### config.mk
export PLATFORM = sky130hd
export DESIGN_NAME = kcl_lock_core
export DESIGN_NICKNAME = d
export VERILOG_FILES = /design/src/hdl/kcl_pkg.sv /design/src/hdl/kcl_lock_core.sv
export VERILOG_INCLUDE_DIRS = /design/src /design/src/hdl
export SDC_FILE = /design/constraint.sdc
export NUM_CORES = 1
export LEC_CHECK = 0
export BUFFER_PORTS_ARGS = -buffer_cell sky130_fd_sc_hd__buf_2
export CORE_MARGIN = 2
export CORE_UTILIZATION = 54
export DETAILED_ROUTE_END_ITERATION = 8
export PLACE_DENSITY = 0.82
export SLEW_MARGIN = 30
export SYNTH_ARGS = -nofsm -noshare
export SYNTH_HDL_FRONTEND = slang
export SYNTH_SLANG_ARGS = --single-unit
### constraint.sdc
create_clock -name clock -period 4.5 [get_ports clock]
set_input_delay 0.9 -clock clock [delete_from_list [all_inputs] [get_ports clock]]
set_output_delay 0.9 -clock clock [all_outputs]
set_load 0.02 [all_outputs]
### src/hdl/keypad_code_lock_macros.svh
// Assertion macros used by the lock core RTL.
`ifndef KEYPAD_CODE_LOCK_MACROS_SVH
`define KEYPAD_CODE_LOCK_MACROS_SVH

// Check a property on every rising clock edge outside reset.
`define KCL_ASSERT(label, clk, rst, prop, msg) \
   label: assert property (@(posedge clk) disable iff (rst) (prop)) else $error(msg);

// Check a property on every rising clock edge, reset included.
`define KCL_ASSERT_ALWAYS(label, clk, prop, msg) \
   label: assert property (@(posedge clk) (prop)) else $error(msg);

`endif

### src/hdl/kcl_pkg.sv
`timescale 1ns / 1ps

package kcl_pkg;

   localparam int CODE_W     = 36;
   localparam int HOLD_W     = 16;
   localparam int ELAPSED_W  = 17;
   localparam int KEY_W      = 4;
   localparam int ENTERED_W  = 4;
   localparam int CSR_IDX_W  = 2;

   localparam logic [HOLD_W-1:0]    HOLD_RESET  = 16'd6000;
   localparam logic [ELAPSED_W-1:0] ELAPSED_MAX = 17'h1FFFF;

   localparam logic [KEY_W-1:0] KEY_CLEAR = 4'd12;
   localparam logic [KEY_W-1:0] KEY_ENTER = 4'd15;

   typedef enum logic {
      CMD_TICK = 1'b0,
      CMD_KEY  = 1'b1
   } command_type;

   typedef enum logic [1:0] {
      VERDICT_NONE   = 2'd0,
      VERDICT_ACCEPT = 2'd1,
      VERDICT_REJECT = 2'd2
   } verdict_type;

   typedef enum logic [CSR_IDX_W-1:0] {
      CSR_CODE_FIRST  = 2'd0,
      CSR_CODE_SECOND = 2'd1,
      CSR_HOLD_TICKS  = 2'd2
   } csr_index_type;

   typedef struct packed {
      logic             command;
      logic [KEY_W-1:0] key;
   } req_payload_type;

   typedef struct packed {
      logic                 open;
      logic [ENTERED_W-1:0] entered;
      logic [1:0]           verdict;
   } rsp_payload_type;

   typedef struct packed {
      logic [CSR_IDX_W-1:0] index;
      logic [CODE_W-1:0]    data;
   } csr_payload_type;

   typedef struct packed {
      logic [CODE_W-1:0] code_first;
      logic [CODE_W-1:0] code_second;
      logic [HOLD_W-1:0] hold_ticks;
   } cfg_type;

endpackage

### src/hdl/kcl_lock_core.sv
`timescale 1ns / 1ps
`include "keypad_code_lock_macros.svh"

module kcl_lock_core #(
   parameter int CODE_LENGTH = 9
) (
   input  logic                     clock,
   input  logic                     reset,
   input  logic                     step,
   input  kcl_pkg::req_payload_type item,
   input  kcl_pkg::cfg_type         cfg,
   output kcl_pkg::rsp_payload_type result
);

   localparam int CNT_W = $clog2(CODE_LENGTH + 1);
   localparam int IDX_W = (CODE_LENGTH > 1) ? $clog2(CODE_LENGTH) : 1;
   localparam logic [CNT_W-1:0] FULL_COUNT = CNT_W'(CODE_LENGTH);

   logic [kcl_pkg::KEY_W-1:0]     entry_ff [CODE_LENGTH];
   logic [CNT_W-1:0]              count_ff;
   logic [CNT_W-1:0]              count_in;
   logic                          open_ff;
   logic                          open_in;
   logic [kcl_pkg::ELAPSED_W-1:0] elapsed_ff;
   logic [kcl_pkg::ELAPSED_W-1:0] elapsed_in;
   logic [kcl_pkg::ELAPSED_W-1:0] elapsed_inc;

   logic [kcl_pkg::KEY_W-1:0] first_nib  [CODE_LENGTH];
   logic [kcl_pkg::KEY_W-1:0] second_nib [CODE_LENGTH];
   logic [CODE_LENGTH-1:0]    eq_first;
   logic [CODE_LENGTH-1:0]    eq_second;
   logic                      entry_full;
   logic                      code_ok;
   logic                      key_store;
   kcl_pkg::verdict_type      verdict;

   for (genvar i = 0; i < CODE_LENGTH; i++) begin : g_nib
      if (4 * i + 4 <= kcl_pkg::CODE_W) begin : g_code
         assign first_nib[i]  = cfg.code_first[4*i +: 4];
         assign second_nib[i] = cfg.code_second[4*i +: 4];
      end else begin : g_zero
         assign first_nib[i]  = '0;
         assign second_nib[i] = '0;
      end
      assign eq_first[i]  = (entry_ff[i] == first_nib[i]);
      assign eq_second[i] = (entry_ff[i] == second_nib[i]);
   end

   assign entry_full  = (count_ff == FULL_COUNT);
   assign code_ok     = entry_full && ((&eq_first) || (&eq_second));
   assign elapsed_inc = (elapsed_ff < kcl_pkg::ELAPSED_MAX) ? elapsed_ff + 1'b1 : elapsed_ff;

   always_comb begin
      count_in   = count_ff;
      open_in    = open_ff;
      elapsed_in = elapsed_ff;
      key_store  = 1'b0;
      verdict    = kcl_pkg::VERDICT_NONE;
      if (item.command == kcl_pkg::CMD_TICK) begin
         if (open_ff) begin
            elapsed_in = elapsed_inc;
            if (elapsed_inc > {1'b0, cfg.hold_ticks}) begin
               open_in    = 1'b0;
               elapsed_in = '0;
            end
         end
      end else if (!open_ff) begin
         if (item.key == kcl_pkg::KEY_ENTER) begin
            if (code_ok) begin
               open_in    = 1'b1;
               elapsed_in = '0;
               verdict    = kcl_pkg::VERDICT_ACCEPT;
            end else begin
               verdict    = kcl_pkg::VERDICT_REJECT;
            end
            count_in = '0;
         end else if (item.key == kcl_pkg::KEY_CLEAR) begin
            count_in = '0;
         end else if (count_ff < FULL_COUNT) begin
            key_store = 1'b1;
            count_in  = count_ff + 1'b1;
         end
      end
   end

   always_ff @(posedge clock) begin
      if (reset) begin
         count_ff   <= '0;
         open_ff    <= 1'b0;
         elapsed_ff <= '0;
      end else if (step) begin
         count_ff   <= count_in;
         open_ff    <= open_in;
         elapsed_ff <= elapsed_in;
      end
   end

   always_ff @(posedge clock) begin
      for (int i = 0; i < CODE_LENGTH; i++) begin
         if (step && key_store && count_ff[IDX_W-1:0] == IDX_W'(i)) begin
            entry_ff[i] <= item.key;
         end
      end
   end

   assign result.open    = open_in;
   assign result.entered = kcl_pkg::ENTERED_W'(count_in);
   assign result.verdict = verdict;

   `KCL_ASSERT(a_count_bound, clock, reset, count_ff <= FULL_COUNT, "entry count past code length")
   `KCL_ASSERT(a_open_clears_entry, clock, reset, $rose(open_ff) |-> count_ff == '0, "lock opened with entry held")
   `KCL_ASSERT(a_close_on_tick, clock, reset, $fell(open_ff) |-> $past(step) && $past(item.command) == kcl_pkg::CMD_TICK, "lock closed without a tick")
   `KCL_ASSERT(a_accept_opens, clock, reset, step && verdict == kcl_pkg::VERDICT_ACCEPT |=> open_ff && elapsed_ff == '0, "accept did not open the lock")

endmodule

==> metrics, run 1 <==
Post-Syn Instances 422; CTS sink cnt 58; worst hold margin 0.5008 ns; Relative slew margins 0.4360; critical path startpoint category flip-flop; power per cell area 256.5 mW/mm^2; die height 90.74 um; CP cell instances ha_2, and3_1, nand3_1, a21oi_2, nand4_1, xnor2_1, ha_1, nand4_1, nor4_1, a31oi_1, a32oi_1, o21a_1, o21ai_0, nand2_1, buf_2; Synth area leaders edfxtp_1 27%, xnor2_1 17%, dfxtp_1 11%; Initial Util 0.5601; Critical Path Slowest Stage Cell dfxtp_2; CTS tree built; most instantiated cells after synthesis 77 x xnor2_1, 38 x nand4_1, 36 x edfxtp_1, 32 x nand2_1, 25 x nor2_1; pre-CTS setup slack 0.3542 ns; I/O pin count 103; post-synth cell types 56; number of buffers inserted by port buffering 102; setup ws final 0.1440 ns; ANT nets after route 0; grt total ovfl 0; fin crit share 0.9680; DR iter-0 viols 279; Max clock buf depth 2; syn_nets 540; status completed; fin crit period 4.356 ns; CTS Buf Count 9; initial antenna violation count 0; average size of a mapped cell 9.627 um^2; post-DP HPWL 8.514 mm; H-tree level count 3; die area 0.008233 mm^2; Mapped Area 0.004063 mm^2; Core Footprint 0.007253 mm^2; flops & latches, synth 58; Worst EP required 3.60 ns; nets 648; root buf cell clkbuf_8; most used cell, CP nand4_1; Final setup viols 0; leakage power 0.002037 uW; placed cell area 0.004648 mm^2; Core Rows 31; crit-path max cell delay 0.36 ns; clk_lat worst skew 0.33 ns; total of max-cap violations 0; Async S/R FF share, synth 0; post-route cell area 0.004972 mm^2; Worst Tran Pin Value 0.8460 ns; first-pass GRT wire length 17.27 mm; f_max 229.6 MHz; Critical Path Fanout Max 4; most common cell in the netlist xnor2_1; yosys warns 0; layout cell share with drive strength beyond 1 0.2972; Synth area leader edfxtp_1; final slew viol count 0; Crit Path Class flip-flop to primary output; die width 90.74 um; GPL Wtd Cong 0.9860; largest net degree at the start of global routing 18; WP data arrival 3.46 ns; share of the synthesized area in the top cell type 0.2661; DR vias 3657; GRT Total Usage 0.2646; register area share after synthesis 0.3745; Setup crit end kind primary output; vias in the first global route 3575; ant diodes 0; number of remaining DRC errors 0; Reg clk slew, reported paths 0.06 ns; drt pass-1 iters 5; area delta synth->final 22.39%; DRT Wirelength 10.83 mm; Min-Delay Path Class flip-flop to flip-flop; Max VDD drop 224.9 uV; total power draw 1276 uW; setup TNS 0 ns; ys flop type edfxtp_1; Hold Violations, Final 0; detail-routed via count per cell 5.768; Post-synth EDFFs 36; skew final 0.01182 ns; DR WL/cell 17.09 um
==> layer usage <==
metal | routed length, um | track usage
met2 | 5005 | 0.4297
met1 | 4624 | 0.3463
met5 | 0 | 0
met3 | 912 | 0.05426
met4 | 291 | 0.1038
==> cell type report <==
cell class / instances / area (um^2)
clock inverter: 4 / 72.57
sequential: 58 / 1540
tap: 99 / 123.9
fill: 548 / 2281
inverter: 22 / 82.58
clock buffer: 12 / 165.2
timing repair buffer: 111 / 578.1
multi-input combinational: 328 / 2410
==> final timing paths <==
check | start | endpoint | slack, ns | depth (start not counted)
worst max-delay path | elapsed_ff[0]$_SDFFE_PP0P_ | result[6] | 0.14 | 15
worst min-delay path | elapsed_ff[0]$_SDFFE_PP0P_ | elapsed_ff[0]$_SDFFE_PP0P_ | 0.50 | 1
worst max register to register | elapsed_ff[0]$_SDFFE_PP0P_ | elapsed_ff[11]$_SDFFE_PP0P_ | 0.99 | 15
worst min register to register | elapsed_ff[0]$_SDFFE_PP0P_ | elapsed_ff[0]$_SDFFE_PP0P_ | 0.50 | 1
==> critical path, delay by kind of cell, from the launching register on <==
| family | cells | cell delay (ns) |
|---|---|---|
| fa+ha+maj | 2 | 0.49 |
| compound gates | 5 | 0.92 |
| buf+inv | 1 | 0.15 |
| simple gates | 6 | 1.03 |
| xor+xnor | 1 | 0.18 |
| flops | 1 | 0.36 |
==> logic make-up after synthesis <==
logic type / after synthesis / share of synthesized area
muxes: 5 / 0.01263
adders and majority gates: 22 / 0.06775
and+or+nand+nor: 165 / 0.2224
xor gates and xnor gates: 83 / 0.1789
buffers and inverters: 36 / 0.03788
DFF: 58 / 0.3745
AOI/OAI and AO/OA: 53 / 0.1060
==> sequential cells by signal, summed over array words and instances (netlist names) <==
name and flops:
entry_ff 36, elapsed_ff 17, count_ff 4, open_ff 1
==> what timing repair did <==
action	4_1_cts	5_1_grt
buffers inserted	0	6
resized for setup	2	20
hold buffers	0	0
pin swaps	0	6
setup endpoints to repair	1	1
==> per-stage QoR <==
stage               instances  utilization
finish                    634       0.6855
global route              634       0.6855
CTS                       628       0.6736
detailed placement        612       0.6408
global placement          612       0.6408
floorplan                 422            -
==> power breakdown <==
| part | internal (uW) | total, uW | switching (uW) |
|---|---|---|---|
| clock | 356 | 552 | 196 |
| sequential | 566 | 571 | 4.38 |
| combinational | 71.6 | 153 | 81.4 |
| total | 994 | 1280 | 281 |
==> cell usage in the layout (no fill, tap or decap), types with 4 or more instances in the layout <==
master,instances
dfxtp_1,11
clkbuf_8,12
edfxtp_1,36
ha_1,21
o21ai_0,6
a211o_2,6
a21oi_1,8
xor2_1,6
and2_1,10
nor4_1,11
a22o_1,7
buf_2,102
a21o_1,6
and3_1,6
inv_1,22
nand2_1,32
nand3_1,13
nand4_1,38
dfxtp_2,9
nor3_1,9
mux2i_1,4
nor2_1,25
xnor2_1,77
buf_4,9
Note: power is estimated with default switching activity, not from simulation.
==> inputs of run 2 (changes only) <==
- CELL_PAD_IN_SITES_DETAIL_PLACEMENT: not set -> 1
- CELL_PAD_IN_SITES_GLOBAL_PLACEMENT: not set -> 1
- CORE_UTILIZATION: 54 -> 41
==> run 2 against run 1 <==
Clock skew rose by 0.0044 ns. Final cell count is 6.6% higher. Via count increased by 2.2%. Maximum frequency decreased by 2.1%. Critical path type unchanged. Largest power group unchanged.
==> metrics, run 2 (synthesis gave the netlist of run 1 again) <==
DR iter-0 viols 170 (-39%); Initial Util 0.4195 (-0.1406); placed cell area 0.004691 mm^2 (+0.92%); skew final 0.01621 ns (+0.004393 ns); Psw 322.2 uW (+15%); CTS sink cnt 58 (unchanged); total power draw 1273 uW (-0.16%); Regs by FF count entry_ff: 36 flops, elapsed_ff: 17 flops, count_ff: 4 flops; drt pass-1 iters 4 (-1); post-DP HPWL 10.03 mm (+18%); sequential share of power 0.447 (about the same); Hold Violations, Final 0 (unchanged); leakage power 0.002067 uW (+1.5%); status completed; Max clock buf depth 2 (unchanged); f_max 224.8 MHz (-2.1%); grt total ovfl 0 (unchanged); Max VDD drop 106.7 uV (-53%); critical path startpoint category flip-flop; H-tree level count 3 (unchanged); die width 103.5 um (+14%); Clk pwr share 0.428 (-0.004); Core Footprint 0.009684 mm^2 (+34%); ANT nets after route 0 (unchanged); area delta synth->final 25.90%; largest net degree at the start of global routing 18 (unchanged); DR vias 3738 (+2.2%); DRT Wirelength 13.25 mm (+22%); CP cell instances nand4_1, buf_4, nor4_4, buf_4, nand2_1, nand2_2, or2_2, nand2_2, ha_4, nand4_1, nor4_2, a31oi_1, a32oi_1, o21a_1, o21ai_0, nand2_1, buf_4; Hold-fix buffers, CTS 0 (unchanged); DR WL/cell 19.59 um (+15%); Critical Path Slowest Stage Cell dfxtp_2; vias in the first global route 3898 (+9.0%); Crit Path Class flip-flop to primary output; I/O pin count 103 (unchanged); root buf cell clkbuf_8; Setup crit end kind primary output; Sw Ratio 0.2530 (+0.03247); max FFs per register 36 (unchanged); Min-Delay Path Class flip-flop to flip-flop; most used cell, CP buf_4; Worst Tran Pin Value 0.8899 ns (+0.04390 ns); Critical Path Fanout Max 4 (unchanged); CP top delay family simple AND/OR/NAND/NOR gates; WP data arrival 3.55 ns (+0.09 ns); commonest cells after routing, fill and taps aside 101 x buf_2, 77 x xnor2_1, 38 x nand4_1, 36 x edfxtp_1, 30 x nand2_1; number of remaining DRC errors 0 (unchanged); commonest non-fill, non-tap cell in the layout buf_2; ant diodes 0 (unchanged); layout cell share with drive strength beyond 1 0.3204 (+0.02325); Core Rows 36 (+16%); final slew viol count 0 (unchanged); GRT Total Usage 0.2397 (-0.02485); die height 103.5 um (+14%); detail-routed via count per cell 5.530 (-4.1%); nets 656 (+1.2%); CTS Buf Count 9 (unchanged); Most flops, register entry_ff; Final setup viols 0 (unchanged); first-pass GRT wire length 20.38 mm (+18%); Worst EP required 3.60 ns (about the same); Reg clk slew, reported paths 0.08 ns (+0.02 ns); CTS tree built; initial antenna violation count 0 (unchanged); GPL Wtd Cong 0.8928 (-9.5%); total of max-cap violations 0 (unchanged); fin crit share 0.9887 (+0.02067); clk_lat worst skew 0.35 ns (+0.02 ns); number of buffers inserted by port buffering 102 (unchanged); fin crit period 4.449 ns (+0.09302 ns); internal power 951.3 uW (-4.3%); die area 0.01072 mm^2 (+30%); post-route cell area 0.005115 mm^2 (+2.9%); Relative slew margins 0.4068 (-0.02927); crit-path max cell delay 0.38 ns (+0.02 ns); power per cell area 249.0 mW/mm^2 (-2.9%); part of the power in combinational logic 0.125 (+0.005); buffers plus inverters on the worst setup path 3 (+2)
run 2: changes by cell type in the layout (fill, tap and decap cells not counted), moves of 2 or more:
cell	change
buf_4	+9
clkbuf_8	-3
nand3_1	-3
nand3_2	+3
nand2_1	-2
nand2_2	+2
run 2: timing repair:
action	in CTS	in global routing
cloned	0	0
gates resized for setup	4	30
pin swaps	2	7
endpoints found under the setup margin	1	1
buffers inserted	3	11
run 2: layer usage:
| layer | vias up | share of wire | track usage |
|---|---|---|---|
| li1 | 1778 | - | - |
| met1 | 1793 | 0.43 | 0.3040 |
| met2 | 143 | 0.49 | 0.4092 |
| met3 | 24 | 0.059 | 0.04783 |
| met4 | 0 | 0.021 | 0.08108 |
| met5 | - | 0 | 0 |
run 2: final timing paths:
path         slack (ns)  cells after the start                         end                         from
max reg2reg        0.93                     17  elapsed_ff[1]$_SDFFE_PP0P_  elapsed_ff[11]$_SDFFE_PP0P_
min reg2reg        0.50                      1  elapsed_ff[0]$_SDFFE_PP0P_   elapsed_ff[0]$_SDFFE_PP0P_
min                0.50                      1  elapsed_ff[0]$_SDFFE_PP0P_   elapsed_ff[0]$_SDFFE_PP0P_
max                0.05                     17                   result[6]  elapsed_ff[11]$_SDFFE_PP0P_
run 2: layout make-up:
| cell class | count | area [um^2] |
|---|---|---|
| clock buffer | 10 | 127.6 |
| inverter | 22 | 82.58 |
| timing repair buffer | 119 | 640.6 |
| sequential | 58 | 1544 |
| tap | 133 | 166.4 |
| clock inverter | 6 | 90.09 |
| multi-input combinational | 328 | 2464 |
| fill | 1145 | 4569 |
run 2: stage by stage:
step           setup TNS [ns]  setup slack (ns)  hold slack [ns]  utilization  cells
2_1_floorplan               0            0.5879           0.4677            -    422
3_3_place_gp                0            0.4809           0.4935       0.4844    646
3_5_place_dp                0            0.2233           0.4910       0.4844    646
4_1_cts                     0          0.004537           0.5169       0.5105    665
5_1_grt              -0.08349          -0.08349           0.5274       0.5282    676
6_report                    0           0.05102           0.5019       0.5282    676
run 2: power groups by stage:
stage | clock [uW] | sequential (uW) | combinational [uW]
finish | 545 | 570 | 159
global route | 575 | 570 | 174
CTS | 554 | 571 | 158
detailed placement | 0 | 583 | 157
global placement | 0 | 583 | 153
floorplan | 0 | 582 | 78.1
run 2: worst reg2reg max path, delay by kind of cell, from the launching register on:
family                     cells  cell delay [ns]
AOI/OAI and AO/OA              4             0.80
adders and majority gates      1             0.27
buffers and inverters          3             0.51
DFF                            1             0.38
and+or+nand+nor                9             1.53
==> inputs of run 3 (changes only) <==
- PLACE_DENSITY: 0.82 -> not set
- PLACE_DENSITY_LB_ADDON: not set -> 0.3
==> run 3 against run 2 <==
Total power down 1.7%. Count of clock-buffer cells in the layout stayed put. Die area unchanged. Sequential cell count unchanged. Critical endpoint unchanged. Largest cell class unchanged. Highest routed layer unchanged.
==> metrics, run 3 (synthesis gave the netlist of run 1 again) <==
Relative slew margins 0.3889 (-0.01780); nets 652 (-0.61%); Regs by FF count entry_ff: 36 flops, elapsed_ff: 17 flops, count_ff: 4 flops; Core Footprint 0.009684 mm^2 (unchanged); vias in the first global route 3973 (+1.9%); r2r endpoint elapsed_ff[1]$_SDFFE_PP0P_; Critical Path Slowest Stage Cell dfxtp_4; GRT Total Usage 0.2433 (+0.003550); Worst Hold Path Cells 1 (unchanged); RR Startpoint elapsed_ff[10]$_SDFFE_PP0P_; setup TNS 0 ns (unchanged); Worst EP required 3.60 ns (about the same); final slew viol count 0 (unchanged); most used cell, CP nand2_1; Setup crit end kind primary output; area delta synth->final 23.81%; DR WL/cell 19.04 um (-2.8%); die height 103.5 um (unchanged); Most flops, register entry_ff; commonest cells after routing, fill and taps aside 101 x buf_2, 77 x xnor2_1, 38 x nand4_1, 36 x edfxtp_1, 32 x nand2_1; Worst Tran Pin Value 0.9166 ns (+0.02670 ns); fillcell total 1157 (+1.0%); R2R depth 16 (-1); layout cell share with drive strength beyond 1 0.3006 (-0.01989); GPL Wtd Cong 0.9158 (+2.6%); skew final 0.01270 ns (-0.003511 ns); DR iter-0 viols 112 (-34%); DRT Wirelength 12.80 mm (-3.4%); CTS sink cnt 58 (unchanged); Max VDD drop 138.6 uV (+30%); detail-routed via count per cell 5.493 (-0.67%); die width 103.5 um (unchanged); total of max-cap violations 0 (unchanged); status completed; Reg clk slew, reported paths 0.06 ns (-0.02 ns); Critical Path Fanout Max 6 (+2); number of buffers inserted by port buffering 102 (unchanged); crit-path max cell delay 0.37 ns (about the same); f_max 230.5 MHz (+2.6%); ant diodes 0 (unchanged); r2r setup slk 1.10 ns (+0.17 ns); post-route cell area 0.005030 mm^2 (-1.7%); max FFs per register 36 (unchanged); placed cell area 0.004683 mm^2 (-0.16%); Final setup viols 0 (unchanged); number of remaining DRC errors 0 (unchanged); fin crit share 0.9641 (-0.02458); Finished Layout Cells 672 (-0.59%); Min-Delay Path Class flip-flop to flip-flop; Hold Violations, Final 0 (unchanged); Final Core Density 0.5194 (-0.008785); CTS tree built; DR vias 3691 (-1.3%); critical path startpoint category flip-flop; hold path startpoint elapsed_ff[0]$_SDFFE_PP0P_; post-DP HPWL 10.22 mm (+1.9%); H-tree level count 3 (unchanged); Inst Count DP 645 (-0.15%); root buf cell clkbuf_8; Max clock buf depth 2 (unchanged); die area 0.01072 mm^2 (unchanged); power per cell area 248.8 mW/mm^2 (about the same); fin crit period 4.338 ns (-0.1106 ns); leakage power 0.002045 uW (-1.1%); WP data arrival 3.44 ns (-0.11 ns); drt pass-1 iters 4 (unchanged); largest net degree at the start of global routing 18 (unchanged); commonest non-fill, non-tap cell in the layout buf_2; total power draw 1251 uW (-1.7%); initial antenna violation count 0 (unchanged); storage element area 0.001546 mm^2 (+0.16%); Core Rows 36 (unchanged); CTS Buf Count 9 (unchanged); grt total ovfl 0 (unchanged); ANT nets after route 0 (unchanged); Hold Path End elapsed_ff[0]$_SDFFE_PP0P_; Initial Util 0.4195 (unchanged); multi-input combinational cell area 0.002415 mm^2 (-2.0%); CP cell instances nand4_1, buf_4, nor4_4, buf_4, nand2_1, nand2_1, or2_2, nand2_1, ha_1, nand4_1, nor4_2, a31oi_1, a32oi_1, o21a_1, o21ai_0, nand2_1, buf_4; I/O pin count 103 (unchanged); clk_lat worst skew 0.35 ns (about the same); first-pass GRT wire length 20.34 mm (-0.17%); Crit. Startpoint elapsed_ff[10]$_SDFFE_PP0P_; Crit Path Class flip-flop to primary output
==> run 3: worst max-delay path: cells and delay by family (launching register included) <==
kind / cells / cell delay [ns]
simple gates: 9 / 1.19
compound gates: 4 / 0.72
buf+inv: 3 / 0.51
flops: 1 / 0.37
fa+ha+maj: 1 / 0.29
==> run 3: report_power, final <==
group | switching [uW] | total, uW | internal [uW]
registers | 3.72 | 569 | 565
logic | 87.8 | 160 | 72.3
clock network | 215 | 523 | 308
total | 306 | 1250 | 945
==> run 3: cell type report <==
class | instances | area share
clock buffer | 10 | 0.02537
timing repair buffer | 115 | 0.1214
tap | 133 | 0.03308
sequential | 58 | 0.3075
clock inverter | 6 | 0.01617
inverter | 22 | 0.01642
multi-input combinational | 328 | 0.4801
==> run 3: what timing repair did <==
item,4_1_cts,5_1_grt
hold buffers,0,0
gates resized for setup,7,20
endpoints found under the setup margin,1,1
setup buffers,4,7
pin swaps,2,10
==> run 3: layer usage <==
metal / share of wire / up-vias / global-route usage
met5: 0 / - / 0
met4: 0.027 / 0 / 0.08494
met3: 0.051 / 28 / 0.06167
met2: 0.53 / 109 / 0.4541
met1: 0.40 / 1792 / 0.2664
li1: - / 1762 / -
==> run 3: worst max path at each step <==
stage,cells past startpoint,endpoint,slack (ns)
after floorplan,15,result[6],0.59
after global placement,14,result[6],0.41
after detailed placement,14,result[6],0.28
after CTS,14,result[6],0.009
after global routing,17,result[6],-0.02
final,17,result[6],0.16
==> run 3: stage by stage <==
stage,hold slack [ns],setup slack [ns]
final,0.5019,0.1616
after global routing,0.5195,-0.02345
after CTS,0.5173,0.009412
after detailed placement,0.4945,0.2823
after global placement,0.5028,0.4129
after floorplan,0.4677,0.5879
